===== src/rtl/bcu_pkg.sv =====
// Shared widths and controller/datapath interface types for the binomial coefficient unit.
package bcu_pkg;

   localparam int RESULT_WIDTH = 64;
   localparam int OPER_WIDTH   = 32;
   localparam int HALF_WIDTH   = OPER_WIDTH / 2;
   localparam int PART_WIDTH   = RESULT_WIDTH + HALF_WIDTH;
   localparam int PROD_WIDTH   = RESULT_WIDTH + OPER_WIDTH;
   localparam int CNT_WIDTH    = $clog2(RESULT_WIDTH);

   typedef struct packed {
      logic load;
      logic mul_lo;
      logic mul_hi;
      logic sum;
      logic div_step;
      logic advance;
      logic out_load;
   } bcu_cmd_type;

   typedef struct packed {
      logic loop_done;
      logic prod_ovf;
      logic div_last;
   } bcu_status_type;

endpackage


===== src/rtl/bcu_controller.sv =====
// Controller: sequences the multiply and divide steps of each iteration and owns the handshakes.
module bcu_controller (
   input  logic                     clock,
   input  logic                     reset,
   input  logic                     req_valid,
   output logic                     req_stall,
   output logic                     rsp_valid,
   input  logic                     rsp_stall,
   input  bcu_pkg::bcu_status_type  status,
   output bcu_pkg::bcu_cmd_type     cmd
);
   import bcu_pkg::*;

   localparam logic [2:0] ST_IDLE   = 3'd0;
   localparam logic [2:0] ST_CHECK  = 3'd1;
   localparam logic [2:0] ST_MUL_LO = 3'd2;
   localparam logic [2:0] ST_MUL_HI = 3'd3;
   localparam logic [2:0] ST_SUM    = 3'd4;
   localparam logic [2:0] ST_DIV    = 3'd5;
   localparam logic [2:0] ST_NEXT   = 3'd6;
   localparam logic [2:0] ST_DONE   = 3'd7;

   logic [2:0] state_ff, state_in;
   logic       rsp_valid_ff, rsp_valid_in;

   always_comb begin
      state_in = state_ff;
      cmd      = '0;
      case (state_ff)
         ST_IDLE: begin
            if (req_valid) begin
               cmd.load = 1'b1;
               state_in = ST_CHECK;
            end
         end
         ST_CHECK: begin
            state_in = status.loop_done ? ST_DONE : ST_MUL_LO;
         end
         ST_MUL_LO: begin
            cmd.mul_lo = 1'b1;
            state_in   = ST_MUL_HI;
         end
         ST_MUL_HI: begin
            cmd.mul_hi = 1'b1;
            state_in   = ST_SUM;
         end
         ST_SUM: begin
            cmd.sum  = 1'b1;
            state_in = status.prod_ovf ? ST_DONE : ST_DIV;
         end
         ST_DIV: begin
            cmd.div_step = 1'b1;
            if (status.div_last) begin
               state_in = ST_NEXT;
            end
         end
         ST_NEXT: begin
            cmd.advance = 1'b1;
            state_in    = ST_CHECK;
         end
         ST_DONE: begin
            if (!rsp_valid_ff || !rsp_stall) begin
               cmd.out_load = 1'b1;
               state_in     = ST_IDLE;
            end
         end
         default: begin
            state_in = ST_IDLE;
         end
      endcase
   end

   always_comb begin
      rsp_valid_in = rsp_valid_ff;
      if (rsp_valid_ff && !rsp_stall) begin
         rsp_valid_in = 1'b0;
      end
      if (cmd.out_load) begin
         rsp_valid_in = 1'b1;
      end
   end

   always_ff @(posedge clock) begin
      if (reset) begin
         state_ff     <= ST_IDLE;
         rsp_valid_ff <= 1'b0;
      end else begin
         state_ff     <= state_in;
         rsp_valid_ff <= rsp_valid_in;
      end
   end

   assign req_stall = state_ff != ST_IDLE;
   assign rsp_valid = rsp_valid_ff;

endmodule


===== config.mk =====
export PLATFORM = sky130hd
export DESIGN_NAME = bcu_controller
export DESIGN_NICKNAME = d
export VERILOG_FILES = /design/src/rtl/bcu_pkg.sv /design/src/rtl/bcu_controller.sv
export SDC_FILE = /design/constraint.sdc
export NUM_CORES = 1
export LEC_CHECK = 0
export ABC_AREA = 1
export BUFFER_PORTS_ARGS = -buffer_cell sky130_fd_sc_hd__buf_4
export CAP_MARGIN = 20
export CELL_PAD_IN_SITES_DETAIL_PLACEMENT = 0
export CELL_PAD_IN_SITES_GLOBAL_PLACEMENT = 1
export CORE_AREA = 2 2 39 41
export CTS_CLUSTER_SIZE = 40
export DETAILED_ROUTE_END_ITERATION = 10
export DIE_AREA = 0 0 41 43
export PLACE_DENSITY = 0.7
export RECOVER_POWER = 25
export SLEW_MARGIN = 20
export SYNTH_ARGS = -nofsm -noshare
export SYNTH_HDL_FRONTEND = slang
export SYNTH_SLANG_ARGS = --single-unit

===== constraint.sdc =====
create_clock -name clock -period 1.85 [get_ports clock]
set_input_delay 0.2775 -clock clock [delete_from_list [all_inputs] [get_ports clock]]
set_output_delay 0.2775 -clock clock [all_outputs]
set_load 0.05 [all_outputs]

==> results.md, run 1 <==
* Measured slew at the worst slew-check pin at 598.2 ps
* Capturing point of the worst reg2reg path: state_ff[1]
* Main combinational cell family by area after synthesis: simple AND/OR/NAND/NOR gates
* Cell accounting for the most synthesized area: dfxtp_1
* Average routed wire per standard cell at 8.313 µm
* Placer Congestion at 0.6644
* Antenna cell count at 0
* Leakage dissipation at 0.0002403 µW
* RSZ-0062 raised after global routing: false
* Buffering stage count on the worst path with inverters included at 2
* Number of antenna violations at the first check in global routing at 0
* Total CTS buffers at 3
* Type of element launching the critical path: register
* Clock insertion delay at the later pin of the skew report at 240 ps
* Syn nets at 55
* Number of nets still failing antenna checks after routing at 0
* Synth-to-Final Area Change at 43.33%
* Buffers from clock root to sink, at most at 2
* Setup Crit Path Kind: register to output pin
* Maximum net fanout on the critical path at 9
* Placeable core area at 1384 µm²
* Arithmetic-cell share of the synthesized area counting full adders, half adders and majority gates at 0%
* Global-route congestion overflow total at 0
* Detailed Route WL at 665 µm
* Synthesized flop and latch total at 4
* Initial core utilization at 21.70%
* Layout Utilization at 31.10%
* List of cells traversed by the critical path: nand2_1, nor2_1, inv_1, nor2_1, buf_4
* First-pass GRT wire length at 1069 µm
* Final routed DRC violation total at 0
* Sequential area share after synthesis at 26.67%
* Slack of the worst reg-to-reg path at 690 ps
* CTS H-tree depth at 1
* Die height at 43 µm
* Endpoint class of the critical path: output pin
* Simple-gate area share of the yosys netlist at 44.58%
* Commonest cells after routing, fill and taps aside: 14 x buf_4, 9 x nand2_1, 8 x nor2_1
* Path category of the worst min-delay check: primary input to register
* Total stage count of the critical path at 5
* Largest stage delay, worst path at 490 ps
* Std-Cell Rows at 14
* Clk sinks at 4
* Vias in the first global route at 261
* Count of input and output buffers at 15
* Most common library cell in the layout ignoring fill and taps: buf_4
* Number of I/O pins at 16
* Worst slew margin relative to its limit at 60.29%
* Area after DPL at 416.7 µm²
* Total vias in the final route at 336
* Gr usage total at 9.137%
* Setup TNS at 0 ps
* Largest net degree at the start of global routing at 10
* Final setup skew at 2.881 ps
* Clock-pin transition on the worst setup and hold timing paths at 40 ps
* Number of fillers in the final layout at 154
* Number of detailed-route iterations in the first pass at 4
* Origin of the critical flop-to-flop path: state_ff[0]
* Iteration-0 DRC count of the detailed router at 12
* Post-route minimum period at 1574 ps
* Critical Path RT at 1570 ps
* Max Fclk at 635.3 MHz
* Buffer cell driving the clock tree root: clkbuf_4
* Worst voltage drop across the vdd grid at 0.0002635 V
* P per Cell Area at 990.0 nW/µm²
* Synthesized-area fraction occupied by ao, oa, aoi and oai cells at 11.25%
* Most frequent cell on the critical path: nor2_1
* Endpoint arrival time on the critical path at 1300 ps
* Final HPWL DP at 542.4 µm
* Worst-case reg-to-reg path depth at 7
* Count of unique library cells instantiated by Yosys at 14
* Critical Path Start: state_ff[0]
* Post-CTS resize count at 0
* Worst-case hold slack at 222.3 ps
* Multi-input logic area at 165.2 µm²
* Number of setup buffers added after CTS at 0
* Post-cts hold buffer count at 0
* Average instance area after synthesis at 6.256 µm²
* Die area at 1763 µm²
* Post-synthesis share of cell area spent on xor and xnor gates at 0%
* Mux cell area share after synthesis at 0%
* Post-Syn Instances at 48
* Fin nets at 73
* Synth top area cells: dfxtp_1 27%, nand2_1 10%, nor2_1 10%
* Netlist area before placement at 300.3 µm²
* Status: completed
* Final max-slew violation count at 0
* Yosys warnings at 0
* DIE WIDTH at 41 µm
* Routed vias/inst at 4.200
* Final Hold Vio Count at 0
* Area share of the largest cell type after synthesis at 26.67%
* Final Instance Area at 430.4 µm²
* Share of the clock period used by the worst path after layout at 85.09%
* End point of the critical path: cmd[0]
* Final setup violating endpoints at 0
* Top cell family by delay on the critical path: flip-flops
* Slowest stage cell, crit path: dfxtp_1
* Max-capacitance violation count at 0
* Sequential standard cell area at 80.08 µm²
* Fraction of layout cells with a size suffix above 1 at 39.06%
* TritonCTS clock tree: built
-- per-stage QoR --
| step | power, µW | std cells | setup WS [ps] |
|---|---|---|---|
| global placement | 323.3 | 77 | 548.9 |
| floorplan | 272.5 | 48 | 147.9 |
| CTS | 430.7 | 80 | 271.3 |
| finish | 426.1 | 80 | 275.8 |
| detailed placement | 321.5 | 77 | 525.3 |
| global route | 451.1 | 80 | 199.2 |
-- cell usage after synthesis, drive strengths merged --
library cell / count
a21oi: 4
inv: 9
dfxtp: 4
buf: 2
nand2: 10
o21ai: 2
nand3: 6
nor2: 11
-- worst register-to-register path, cell delays in order, from the launching register on --
cell     delay (ps)
dfxtp_1         490
nand2_1          90
nor2_1          130
nand2_1         120
nand2_1          80
nor2_1           40
nand2_1          50
a21oi_1          50
-- registers in the layout, indices dropped and copies added (netlist names) --
register / flops
state_ff: 3
rsp_valid: 1
-- logic make-up (layout without fill, tap and decap cells) --
kind of cell / after synthesis / in the layout
AO/OA/AOI/OAI: 6 / 6
buffers and inverters: 11 / 27
flip-flops: 4 / 4
AND/OR/NAND/NOR: 27 / 27
-- report_power, final --
part	internal (µW)	total (µW)	switching (µW)
registers	97.5	116	18.5
clock network	72.5	107	34.9
logic	65.5	203	137
-- layout make-up --
cell class / count / area share (%)
well taps: 16 / 4.651
multi-input cells: 33 / 38.37
flip-flops and latches: 4 / 18.60
repair buffers: 15 / 25.29
clock buffers: 3 / 5.233
inverters: 9 / 7.849
-- worst min-delay path by stage --
stage               start          end  depth (start not counted)
finish              reset  state_ff[1]                          2
global route        reset  state_ff[1]                          2
CTS                 reset  state_ff[1]                          2
detailed placement  reset  state_ff[1]                          2
global placement    reset  state_ff[1]                          2
floorplan           reset    rsp_valid                          1
-- layer usage --
layer	global-route usage, %	vias to the layer above	routed length [µm]
met2	11.88	9	327
met4	8.000	0	14
met3	1.571	2	25
met5	0	-	0
li1	-	182	-
met1	12.22	143	297
Note: power is estimated with default switching activity, not from simulation.
==> run 2: changes to the inputs <==
ABC_AREA = not set   (was 1)
SETUP_SLACK_MARGIN = 0.2   (was not set)
==> run 2 against run 1 <==
Effect of this change: largest power group is now clock; area after synthesis increased by 5.4%; sequential power decreased by 14%; cell count decreased by 6.3%; core utilization increased by 1.9 points; register-to-register slack got worse by 160 ps.
==> results.md, run 2 <==
* Clock network fraction of total power at 36.6% (was 25.2%)
* Slowest stage cell, crit path: dfxtp_1 (unchanged)
* Sequential area share after synthesis at 25.30% (was 26.67%)
* Cell with the most instances after synthesis: nor2_1
* Synth-to-Final Area Change at 44.27% (was 43.33%)
* Yosys warnings at 0 (unchanged)
* Type of element launching the critical path: register (unchanged)
* Hold path start: reset (unchanged)
* P per Cell Area at 623.7 nW/µm² (was 990.0 nW/µm²)
* Average routed wire per standard cell at 9.867 µm (was 8.313 µm)
* Synthesized flop and latch total at 4 (unchanged)
* Max-capacitance violation count at 0 (unchanged)
* Routed vias/inst at 4.627 (was 4.200)
* Worst voltage drop across the vdd grid at 0.0002513 V (was 0.0002635 V)
* Iteration-0 DRC count of the detailed router at 3 (was 12)
* Synth top area cells: dfxtp_1 25%, nor2_1 8.3%, a21oi_1 6.3% (was dfxtp_1 27%, nand2_1 10%, nor2_1 10%)
* DIE WIDTH at 41 µm (unchanged)
* Number of antenna violations at the first check in global routing at 0 (unchanged)
* Largest net degree at the start of global routing at 14 (was 10)
* Leakage dissipation at 0.0002056 µW (was 0.0002403 µW)
* Measured slew at the worst slew-check pin at 590.9 ps (was 598.2 ps)
* Setup Crit Path Kind: register to output pin (unchanged)
* Clk sinks at 4 (unchanged)
* Top cell family by delay on the critical path: simple AND/OR/NAND/NOR gates (was flip-flops)
* Initial core utilization at 22.88% (was 21.70%)
* Final Hold Vio Count at 0 (unchanged)
* Count of unique library cells instantiated by Yosys at 24 (was 14)
* End point of the worst hold path: state_ff[0] (was state_ff[1])
* Share of the clock period used by the worst path after layout at 85.27% (was 85.09%)
* Antenna cell count at 0 (unchanged)
* Buffering stage count on the worst path with inverters included at 1 (was 2)
* Worst hold path depth at 2 (unchanged)
* Placer Congestion at 0.6520 (was 0.6644)
* Post-Syn Instances at 44 (was 48)
* Buffers from clock root to sink, at most at 2 (unchanged)
* Fraction of layout cells with a size suffix above 1 at 45.76% (was 39.06%)
* Cell accounting for the most synthesized area: dfxtp_1 (unchanged)
* First-pass GRT wire length at 1248 µm (was 1069 µm)
* Placeable core area at 1384 µm² (unchanged)
* Ys flop type: dfxtp_1 (unchanged)
* Area share of the largest cell type after synthesis at 25.30% (was 26.67%)
* Commonest cells after routing, fill and taps aside: 15 x buf_4, 5 x nor2_1, 4 x nand3_1, 4 x a21oi_1, 4 x nand2_1 (was 14 x buf_4, 9 x nand2_1, 8 x nor2_1)
* Max Fclk at 633.9 MHz (was 635.3 MHz)
* Synth async-reset ratio at 0% (unchanged)
* Path category of the worst min-delay check: primary input to register (unchanged)
* Slack of the worst reg-to-reg path at 530 ps (was 690 ps)
* Layout Utilization at 33.00% (was 31.10%)
* Worst-case hold slack at 243.5 ps (was 222.3 ps)
* Most common library cell in the layout ignoring fill and taps: buf_4 (unchanged)
* Endpoint class of the critical path: output pin (unchanged)
* Combinational fraction of design power at 28.1% (was 47.6%)
* Capturing point of the worst reg2reg path: state_ff[1] (unchanged)
* Maximum net fanout on the critical path at 6 (was 9)
* Final routed DRC violation total at 0 (unchanged)
* Number of I/O pins at 16 (unchanged)
* Worst-case reg-to-reg path depth at 5 (was 7)
* Relative contribution of sequential cells to total power at 35.3% (was 27.2%)
* Number of setup buffers added after CTS at 0 (unchanged)
* Syn nets at 51 (was 55)
* Number of nets still failing antenna checks after routing at 0 (unchanged)
* Worst slew margin relative to its limit at 60.78% (was 60.29%)
* Vias in the first global route at 313 (was 261)
* Clock-pin transition on the worst setup and hold timing paths at 40 ps (about the same)
* Count of input and output buffers at 15 (unchanged)
* Die height at 43 µm (unchanged)
* Average instance area after synthesis at 7.194 µm² (was 6.256 µm²)
* Number of flops mapped to enable cells by yosys at 0 (unchanged)
* Commonest cells in the synthesized netlist: 7 x nor2_1, 4 x a21oi_1, 4 x dfxtp_1, 4 x nand2_1, 4 x nand3_1 (was 8 x nand2_1, 8 x nor2_1, 7 x inv_1)
* Total CTS buffers at 3 (unchanged)
* Std-Cell Rows at 14 (unchanged)
* Status: completed (unchanged)
* Total vias in the final route at 347 (was 336)
* TritonCTS clock tree: built (unchanged)
* Final HPWL DP at 587.9 µm (was 542.4 µm)
* Die area at 1763 µm² (unchanged)
* Register name with the most flops: state_ff (unchanged)
* Clock insertion delay at the later pin of the skew report at 230 ps (was 240 ps)
* Internal portion of total power at 198.0 µW (was 235.5 µW)
* Detailed Route WL at 740 µm (was 665 µm)
* Gr usage total at 10.65% (was 9.137%)
* Max FFs per register at 3 (unchanged)
* Fin nets at 68 (was 73)
* List of cells traversed by the critical path: or2b_2, nor2_2, buf_4 (was nand2_1, nor2_1, inv_1, nor2_1, buf_4)
* Final setup violating endpoints at 0 (unchanged)
* Critical Path RT at 1570 ps (about the same)
* Endpoint arrival time on the critical path at 1300 ps (about the same)
* Largest stage delay, worst path at 410 ps (was 490 ps)
* Post-route minimum period at 1577 ps (was 1574 ps)
* Switching share of power at 30.48% (was 44.74%)
* Setup TNS at 0 ps (unchanged)
* Net Sw Power at 86.83 µW (was 190.6 µW)
* Netlist area before placement at 316.6 µm² (was 300.3 µm²)
* Critical Path Start: state_ff[1] (was state_ff[0])
* Final max-slew violation count at 0 (unchanged)
* Global-route congestion overflow total at 0 (unchanged)
* RSZ-0062 raised after global routing: false (unchanged)
* CTS H-tree depth at 1 (unchanged)
* Final setup skew at 1.593 ps (was 2.881 ps)
* Number of fillers in the final layout at 156 (was 154)
* Number of detailed-route iterations in the first pass at 4 (unchanged)
* Origin of the critical flop-to-flop path: state_ff[1] (was state_ff[0])
* Buffer cell driving the clock tree root: clkbuf_4 (unchanged)
==> run 2: changes by cell type in the layout (fill, tap and decap cells not counted), sizes merged, moves of 2 or more <==
| cell | change |
|---|---|
| nand2 | -6 |
| inv | -7 |
| nor2 | -3 |
| nand3 | -2 |
==> run 2: cell type report <==
cell class                 count  area [µm²]  share of cell area, %
clock buffer                   3       22.52                  4.932
multi-input combinational     34       207.7                  45.48
tap                           16       20.02                  4.384
sequential                     4       82.58                  18.08
inverter                       2       7.507                  1.644
timing repair buffer          16       116.4                  25.48
==> run 2: routing by layer <==
metal | GRT usage (%) | routed length, µm
met5 | 0 | 0
met1 | 12.58 | 307
met2 | 15.31 | 404
met4 | 12.00 | 0
met3 | 0 | 29
==> run 2: kinds of logic (layout without fill, tap and decap cells) <==
kind of cell / Yosys count / count (layout) / share of synthesized area [%]
compound gates: 13 / 13 / 26.49
buf+inv: 6 / 21 / 12.25
flops: 4 / 4 / 25.30
simple gates: 21 / 21 / 35.97
==> run 2: worst max-delay path by stage <==
stage,cells past startpoint,end,slack (ps)
2_1_floorplan,2,cmd[6],330
3_5_place_dp,3,cmd[6],440
3_3_place_gp,3,cmd[0],440
6_report,3,cmd[5],270
5_1_grt,3,cmd[6],210
4_1_cts,3,cmd[6],210
==> run 2: metrics by stage <==
| step | std cells | instance area [µm²] | total power [µW] | worst slack (ps) |
|---|---|---|---|---|
| global placement | 72 | 435.4 | 181.8 | 440.0 |
| detailed placement | 72 | 435.4 | 181.7 | 442.1 |
| global route | 75 | 456.7 | 305.7 | 205.5 |
| CTS | 75 | 459.2 | 292.5 | 206.2 |
| finish | 75 | 456.7 | 284.9 | 272.5 |
| floorplan | 44 | 326.6 | 158.5 | 325.9 |
==> run 2: power by group through the flow <==
stage / sequential (µW) / combinational, µW / clock (µW)
floorplan: 94.1 / 64.4 / 0
global placement: 101 / 81.0 / 0
detailed placement: 101 / 80.9 / 0
CTS: 99.5 / 81.1 / 112
global route: 101 / 87.8 / 117
finish: 100 / 80.2 / 104
==> run 2: worst reg2reg max path: cells and delay by family, from the launching register on <==
family                 cells  cell delay, ps
DFF                        1             350
AOI/OAI and AO/OA          2             230
and+or+nand+nor            2             450
buffers and inverters      1             180
==> run 2: repair_timing <==
action | in CTS | in global routing
setup endpoints to repair | 1 | 3
gates resized for setup | 1 | 1
pin swaps | 0 | 0
hold buffers | 0 | 0
endpoints found under the hold margin | 0 | 0
